<file path="src/rtl/gwtc_pkg.sv">
// Types and constants for the GPS week/time-of-week to calendar converter.
// Used by: gps_week_time_to_calendar. No dependencies.

package gwtc_pkg;

    // Input transfer: week count and milliseconds into the week
    typedef struct packed {
        logic [12:0] gps_week;
        logic [29:0] ms_of_week;
    } gwtc_in_t;

    // Result transfer: calendar date, time of day and range flag
    typedef struct packed {
        logic [11:0] year;
        logic [8:0]  day_of_year;
        logic [3:0]  month;
        logic [4:0]  day_of_month;
        logic [4:0]  hour;
        logic [5:0]  minute;
        logic [15:0] milli_of_minute;
        logic        out_of_range;
    } gwtc_out_t;

    // Range limits
    localparam logic [29:0] MS_PER_WEEK    = 30'd604800000;
    localparam logic [12:0] MAX_WEEK       = 13'd6260;

    // Time constants
    localparam logic [26:0] MS_PER_DAY     = 27'd86400000;
    localparam logic [15:0] MS_PER_MINUTE  = 16'd60000;
    localparam logic [5:0]  MIN_PER_HOUR   = 6'd60;

    // Day numbering: GPS epoch MJD 44244 rebased to 1 January 1901 (MJD 15385)
    localparam logic [16:0] DAY_OFFSET     = 17'd28859;
    localparam logic [10:0] DAYS_PER_CYCLE = 11'd1461;
    localparam logic [8:0]  DAYS_PER_YEAR  = 9'd365;
    localparam logic [11:0] BASE_YEAR      = 12'd1901;
    // Cycle that holds 2097..2100; its fourth year (2100) is not a leap year
    localparam logic [5:0]  CENTURY_CYCLE  = 6'd49;

    // Reciprocals: floor(x/d) = (x * ceil(2^k/d)) >> k, exact over the x width used
    // minute of day from ms of day (x < 2^27)
    localparam logic [27:0] MINUTE_RECIP   = 28'd146601551;
    localparam int          MINUTE_SHIFT   = 43;
    // four-year cycle from day number (x < 2^17)
    localparam logic [17:0] CYCLE_RECIP    = 18'd183735;
    localparam int          CYCLE_SHIFT    = 28;
    // hour from minute of day (x < 2^11)
    localparam logic [11:0] HOUR_RECIP     = 12'd2185;
    localparam int          HOUR_SHIFT     = 17;

    // Day of year on which each month ends
    localparam logic [8:0] MONTH_END_COMMON [0:11] = '{
        9'd31, 9'd59, 9'd90, 9'd120, 9'd151, 9'd181,
        9'd212, 9'd243, 9'd273, 9'd304, 9'd334, 9'd365
    };
    localparam logic [8:0] MONTH_END_LEAP [0:11] = '{
        9'd31, 9'd60, 9'd91, 9'd121, 9'd152, 9'd182,
        9'd213, 9'd244, 9'd274, 9'd305, 9'd335, 9'd366
    };

endpackage

</file>
<file path="src/rtl/gps_week_time_to_calendar.sv">
// GPS week and time of week to calendar date and time of day, six-stage pipeline.
// Depends on: gwtc_pkg (port structs, constants, month tables).
//
//  channel  | ports                 | transfer when
//  ---------+-----------------------+---------------------------
//  command  | start, busy, cmd      | start high and busy low
//  result   | done, res             | done high (one cycle each)
//
// Each command returns one result from the last stage; one command can
// enter every cycle. The reciprocal multipliers for the minute and
// four-year-cycle splits share a stage, and the month table search has a
// stage of its own. busy stays low: the result side never holds off.
// Reset clears only the stage valid bits; data registers carry no reset.

module gps_week_time_to_calendar (
    input  logic               clk,
    input  logic               rst_n,
    input  logic               start,
    output logic               busy,
    input  gwtc_pkg::gwtc_in_t cmd,
    output logic               done,
    output gwtc_pkg::gwtc_out_t res
);

    // Stage valid bits
    logic s1_valid_reg, s2_valid_reg, s3_valid_reg, s4_valid_reg, s5_valid_reg, s6_valid_reg;

    // Stage 1: captured command
    logic [12:0] s1_week_reg;
    logic [29:0] s1_ms_reg;

    // Stage 2: day number and ms of day
    logic        s2_oor_reg;
    logic [16:0] s2_days_reg;
    logic [26:0] s2_msd_reg;
    logic        s2_oor_next;
    logic [16:0] s2_days_next;
    logic [26:0] s2_msd_next;
    logic [2:0]  dow_next;

    // Stage 3: reciprocal products
    logic        s3_oor_reg;
    logic [16:0] s3_days_reg;
    logic [26:0] s3_msd_reg;
    logic [5:0]  s3_cycles_reg;
    logic [10:0] s3_mod_reg;
    logic [54:0] mod_prod;
    logic [34:0] cyc_prod;

    // Stage 4: remainders and hour
    logic        s4_oor_reg;
    logic [5:0]  s4_cycles_reg;
    logic [10:0] s4_left_reg;
    logic [10:0] s4_mod_reg;
    logic [15:0] s4_milli_reg;
    logic [4:0]  s4_hour_reg;
    logic [16:0] cyc_days;
    logic [26:0] mod_ms;
    logic [22:0] hour_prod;
    logic [16:0] s4_left_next;
    logic [26:0] s4_milli_next;

    // Stage 5: year, day of year, minute
    logic        s5_oor_reg;
    logic [11:0] s5_year_reg;
    logic [8:0]  s5_doy_reg;
    logic        s5_leap_reg;
    logic [4:0]  s5_hour_reg;
    logic [5:0]  s5_minute_reg;
    logic [15:0] s5_milli_reg;
    logic [1:0]  dy_next;
    logic [10:0] year_off_next;
    logic [11:0] s5_year_next;
    logic [10:0] doy_base_next;
    logic [8:0]  s5_doy_next;
    logic [10:0] hour_min;
    logic [10:0] s5_minute_next;

    // Stage 6: output register
    gwtc_pkg::gwtc_out_t s6_res_reg;
    gwtc_pkg::gwtc_out_t s6_res_next;
    logic [3:0]  month_next;
    logic [8:0]  month_base_next;
    logic [8:0]  dom_next;

    // Advance valid bits; the pipeline never stalls
    always_ff @(posedge clk or negedge rst_n)
    begin
        if (!rst_n)
        begin
            s1_valid_reg <= 1'b0;
            s2_valid_reg <= 1'b0;
            s3_valid_reg <= 1'b0;
            s4_valid_reg <= 1'b0;
            s5_valid_reg <= 1'b0;
            s6_valid_reg <= 1'b0;
        end
        else
        begin
            s1_valid_reg <= start;
            s2_valid_reg <= s1_valid_reg;
            s3_valid_reg <= s2_valid_reg;
            s4_valid_reg <= s3_valid_reg;
            s5_valid_reg <= s4_valid_reg;
            s6_valid_reg <= s5_valid_reg;
        end
    end

    // Stage 2: range check, day of week by threshold count, day number
    always_comb
    begin
        s2_oor_next = (s1_ms_reg >= gwtc_pkg::MS_PER_WEEK) || (s1_week_reg > gwtc_pkg::MAX_WEEK);
        dow_next = 3'd0;
        for (int k = 1; k < 7; k++)
        begin
            if (s1_ms_reg >= 30'(k) * 30'(gwtc_pkg::MS_PER_DAY))
            begin
                dow_next = dow_next + 3'd1;
            end
        end
        s2_msd_next = 27'(s1_ms_reg - 30'(dow_next) * 30'(gwtc_pkg::MS_PER_DAY));
        s2_days_next = ({1'b0, s1_week_reg, 3'b000} - {4'b0000, s1_week_reg})
                     + 17'(dow_next) + gwtc_pkg::DAY_OFFSET;
    end

    // Stage 3: minute of day and four-year cycle by reciprocal multiply
    assign mod_prod = 55'(s2_msd_reg) * 55'(gwtc_pkg::MINUTE_RECIP);
    assign cyc_prod = 35'(s2_days_reg) * 35'(gwtc_pkg::CYCLE_RECIP);

    // Stage 4: day within cycle, ms within minute, hour
    assign cyc_days      = 17'(s3_cycles_reg) * 17'(gwtc_pkg::DAYS_PER_CYCLE);
    assign mod_ms        = 27'(s3_mod_reg) * 27'(gwtc_pkg::MS_PER_MINUTE);
    assign hour_prod     = 23'(s3_mod_reg) * 23'(gwtc_pkg::HOUR_RECIP);
    assign s4_left_next  = s3_days_reg - cyc_days;
    assign s4_milli_next = s3_msd_reg - mod_ms;

    // Stage 5: year within cycle, day of year, leap flag, minute of hour
    always_comb
    begin
        dy_next = 2'd0;
        for (int k = 1; k < 4; k++)
        begin
            if (s4_left_reg >= 11'(k) * 11'(gwtc_pkg::DAYS_PER_YEAR))
            begin
                dy_next = dy_next + 2'd1;
            end
        end
        doy_base_next  = 11'(dy_next) * 11'(gwtc_pkg::DAYS_PER_YEAR);
        s5_doy_next    = 9'(s4_left_reg - doy_base_next + 11'd1);
        year_off_next  = {3'b000, s4_cycles_reg, 2'b00} + 11'(dy_next);
        s5_year_next   = gwtc_pkg::BASE_YEAR + 12'(year_off_next);
        hour_min       = 11'(s4_hour_reg) * 11'(gwtc_pkg::MIN_PER_HOUR);
        s5_minute_next = s4_mod_reg - hour_min;
    end

    // Stage 6: month search over month-end table, zero fields when out of range
    always_comb
    begin
        month_next      = 4'd1;
        month_base_next = 9'd0;
        for (int m = 0; m < 11; m++)
        begin
            if (s5_leap_reg ? (s5_doy_reg > gwtc_pkg::MONTH_END_LEAP[m])
                            : (s5_doy_reg > gwtc_pkg::MONTH_END_COMMON[m]))
            begin
                month_next      = month_next + 4'd1;
                month_base_next = s5_leap_reg ? gwtc_pkg::MONTH_END_LEAP[m]
                                              : gwtc_pkg::MONTH_END_COMMON[m];
            end
        end
        dom_next = s5_doy_reg - month_base_next;

        s6_res_next = '0;
        if (s5_oor_reg)
        begin
            s6_res_next.out_of_range = 1'b1;
        end
        else
        begin
            s6_res_next.year            = s5_year_reg;
            s6_res_next.day_of_year     = s5_doy_reg;
            s6_res_next.month           = month_next;
            s6_res_next.day_of_month    = dom_next[4:0];
            s6_res_next.hour            = s5_hour_reg;
            s6_res_next.minute          = s5_minute_reg;
            s6_res_next.milli_of_minute = s5_milli_reg;
        end
    end

    // Hold data registers; valid bits mark which entries mean anything
    always_ff @(posedge clk)
    begin
        s1_week_reg   <= cmd.gps_week;
        s1_ms_reg     <= cmd.ms_of_week;

        s2_oor_reg    <= s2_oor_next;
        s2_days_reg   <= s2_days_next;
        s2_msd_reg    <= s2_msd_next;

        s3_oor_reg    <= s2_oor_reg;
        s3_days_reg   <= s2_days_reg;
        s3_msd_reg    <= s2_msd_reg;
        s3_mod_reg    <= mod_prod[gwtc_pkg::MINUTE_SHIFT +: 11];
        s3_cycles_reg <= cyc_prod[gwtc_pkg::CYCLE_SHIFT +: 6];

        s4_oor_reg    <= s3_oor_reg;
        s4_cycles_reg <= s3_cycles_reg;
        s4_left_reg   <= s4_left_next[10:0];
        s4_mod_reg    <= s3_mod_reg;
        s4_milli_reg  <= s4_milli_next[15:0];
        s4_hour_reg   <= hour_prod[gwtc_pkg::HOUR_SHIFT +: 5];

        s5_oor_reg    <= s4_oor_reg;
        s5_year_reg   <= s5_year_next;
        s5_doy_reg    <= s5_doy_next;
        s5_leap_reg   <= (dy_next == 2'd3) && (s4_cycles_reg != gwtc_pkg::CENTURY_CYCLE);
        s5_hour_reg   <= s4_hour_reg;
        s5_minute_reg <= s5_minute_next[5:0];
        s5_milli_reg  <= s4_milli_reg;

        s6_res_reg    <= s6_res_next;
    end

    assign busy = 1'b0;
    assign done = s6_valid_reg;
    assign res  = s6_res_reg;

endmodule
</file>
<file path="config.mk">
export PLATFORM = sky130hd
export DESIGN_NAME = gps_week_time_to_calendar
export DESIGN_NICKNAME = d
export VERILOG_FILES = /design/src/rtl/gwtc_pkg.sv /design/src/rtl/gps_week_time_to_calendar.sv
export SDC_FILE = /design/constraint.sdc
export NUM_CORES = 2
export LEC_CHECK = 0
export BUFFER_PORTS_ARGS = -buffer_cell sky130_fd_sc_hd__buf_2
export CORE_MARGIN = 2
export CORE_UTILIZATION = 60
export CTS_CLUSTER_SIZE = 20
export DETAILED_ROUTE_END_ITERATION = 10
export PLACE_DENSITY = 0.77
export SLEW_MARGIN = 15
export SYNTH_ARGS = -nofsm -noshare
export SYNTH_HDL_FRONTEND = slang
export SYNTH_SLANG_ARGS = --single-unit
</file>
<file path="constraint.sdc">
create_clock -name clk -period 9.6 [get_ports clk]
set_input_delay 0.48 -clock clk [delete_from_list [all_inputs] [get_ports clk]]
set_output_delay 0.48 -clock clk [all_outputs]
set_load 0.01 [all_outputs]
</file>
==> results.ini <==
[critical_path]
path_cells = fa_1 -> fa_1 -> fa_1 -> inv_1 -> fa_1 -> inv_1 -> fa_1 -> inv_1 -> fa_1 -> inv_1 -> fa_1 -> ha_1 -> a21o_1 -> a21o_1 -> a21oi_1 -> o22ai_1 -> o221ai_1 -> a31oi_1 -> o21ai_0 -> a21oi_1 -> o41ai_1 -> o21bai_1 -> xor2_1
worstReg2RegStart = s2_msd_reg[6]
end_kind = flip-flop
startpoint = s2_msd_reg[6]
cpPeakStageDelay_ns = 0.71
crit_path_end = s3_mod_reg[9]
slowest_stage = dfxtp_1
r2r-end = s3_mod_reg[9]
critPathRequiredTime_ns = 10.03
critPathLaunchType = flip-flop
crit_fanout = 8
crit_top_cell = fa_1
r2r_cells = 23
arrival_ns = 8.27
worst-setup-path-type = flip-flop to flip-flop
r2r_slack_ns = 1.76

[sta]
min_period_ns = 7.84
fin_ws_ns = 1.76
fin_skew_ns = 0.0203
hold_viol_final = 0
rsz0062_at_grt = no
fin_crit_sh_pct = 81.7
max-slew-margin-rel_pct = 31.4
finalMaxSlewViolations = 0
tightest_slew_ns = 1.03
fin_setup_tns_ns = 0
timing.fmax_mhz = 127
setup_viol = 0

[route]
dr.pass1.iters = 5
antenna_left = 0
drc_errors = 0
vias = 20569
routed_wl_mm = 68.8
first_iter_violations = 1019
viasPerCell = 5.34
wl_per_cell_um = 17.8

[cells_and_area]
largest_reg_flops = 58
multi_input_area_um2 = 22500
antennaDiodeCount = 0
syn_to_final_growth_pct = 8.60
ff_latch_area_um2 = 5880
layout-drive-gt1-share_pct = 6.27
fin_nets = 4261
n_fill_cell = 4081

[global_route]
grt_pass1_vias = 22264
overflow = 0
grt_max_degree = 59
antenna_found_initial = 0
grt_use_total_pct = 26.9
grt_pass1_wl_mm = 113

[cts]
ctsHoldBuffers = 19
clkSinkCount = 292
cts_tree = built
clock_latency_ns = 0.56
cts-root-buf = clkbuf_16
cts_buffers = 35
cts_resized = 0
cts.reportedPaths.clkPinSlew_ns = 0.06
postCtsSetupBuffers = 0
cts_buffer_depth = 3
cts.htree.levels = 2

[yosys]
syn_area_um2 = 31300
synth_edf_count = 0
synth_cells = 3006
synthFlopType = dfxtp_1
syn-num-nets = 4121
avgSynthCellArea_um2 = 10.4
ys_ff_latch = 292
synth_async_sr_flop_share_pct = 2.05
ys_types = 79
ys_seq_area_share_pct = 18.8
synth_warnings = 0

[floorplan]
rows = 83
die_h_um = 233
ios = 106
die_area_um2 = 54100
die_w_um = 233
coreArea_um2 = 51500
start_util_pct = 60.8

[placement]
io_buffers = 104
pre_cts_slack_ns = 1.81
dp_hpwl_mm = 59.7
gp_congestion = 1.01

[run]
drv_cap = 0

[run_status]
status = finished, final reports clean

[min_path]
hp-class = input port to flip-flop
hp-start = cmd[10]

[cell type report]
cell class | instances | share of cell area, %
Inverter | 762 | 8.41
Clock inverter | 18 | 0.655
Clock buffer | 45 | 2.89
Timing Repair Buffer | 126 | 2.15
Multi-Input combinational cell | 1929 | 66.1
Tap cell | 680 | 2.50
Sequential cell | 292 | 17.3
[layout by cell type, fill, tap and decap left out, types with 10 or more instances in the layout]
cell | netlist | final
nor2b_1 | 62 | 62
dlygate4sd3_1 | 0 | 19
o21ai_0 | 54 | 54
nor3_1 | 17 | 17
dfxtp_1 | 286 | 285
nand4_1 | 18 | 18
o21a_1 | 16 | 16
ha_1 | 603 | 603
nand2_1 | 62 | 62
buf_2 | 6 | 104
a211oi_1 | 16 | 16
xnor2_1 | 102 | 102
o21bai_1 | 24 | 24
nor2_1 | 95 | 95
or2_2 | 14 | 14
and2_1 | 13 | 13
xor2_1 | 45 | 45
nand3_1 | 24 | 24
clkbuf_16 | 0 | 35
o211ai_1 | 10 | 10
a21o_1 | 48 | 48
a21oi_1 | 83 | 83
fa_1 | 466 | 466
inv_1 | 761 | 761
nand2b_1 | 13 | 13
[cell families after synthesis]
group,synth area share [%]
multiplexers,0.296
AO/OA/AOI/OAI,7.27
AND/OR/NAND/NOR,6.05
other,0.0120
XOR/XNOR,4.33
buffers and inverters,9.44
adder cells (fa/ha/maj),53.9
flip-flops,18.8
[stage by stage]
step                      utilization (%)  std cells  instance area, um2  hold WS (ns)
final                                66.1       3852               34000        0.0303
after global routing                 66.1       3852               34000       0.00672
after CTS                            66.1       3852               34000     0.0000934
after detailed placement             63.3       3770               32600         0.307
after global placement               63.3       3770               32600         0.298
after floorplan                         -       3006               31300         0.184
[critical path: cells and delay by family, from the launching register on]
family	cells	cell delay [ns]
DFF	1	0.71
AOI/OAI and AO/OA	10	2.61
xor gates and xnor gates	1	0.17
buffers and inverters	4	0.21
adders and majority gates	8	4.02
[cell usage after synthesis (14+ instances only)]
| master | count | area, um2 |
|---|---|---|
| inv_1 | 761 | 2860 |
| ha_1 | 603 | 7540 |
| fa_1 | 466 | 9330 |
| dfxtp_1 | 286 | 5730 |
| xnor2_1 | 102 | 893 |
| nor2_1 | 95 | 357 |
| a21oi_1 | 83 | 415 |
| nand2_1 | 62 | 233 |
| nor2b_1 | 62 | 388 |
| o21ai_0 | 54 | 270 |
| a21o_1 | 48 | 360 |
| xor2_1 | 45 | 394 |
| nand3_1 | 24 | 120 |
| o21bai_1 | 24 | 180 |
| nand4_1 | 18 | 113 |
| nor3_1 | 17 | 85.1 |
| a211oi_1 | 16 | 120 |
| clkbuf_1 | 16 | 60.1 |
| o21a_1 | 16 | 120 |
| or2_2 | 14 | 87.6 |
[how the worst min path moves through the flow]
stage | end | slack, ns | cells past startpoint
2_1_floorplan | done | 0.18 | 0
3_3_place_gp | done | 0.30 | 1
3_5_place_dp | done | 0.31 | 1
4_1_cts | s1_week_reg[2] | 0.00009 | 1
5_1_grt | s1_week_reg[4] | 0.007 | 1
6_report | s1_ms_reg[10] | 0.03 | 1
[routing by layer]
layer	track usage (%)	wire, um	share of wire [%]	up-vias
met3	4.11	3970	5.8	92
met4	6.91	1700	2.5	0
met1	36.3	30600	45	10187
met5	0	0	0	-
met2	45.4	32500	47	482
li1	-	-	-	9808
Power is not shown: default switching activity piles up to over one toggle a cycle in this logic, so the estimate is an artifact.
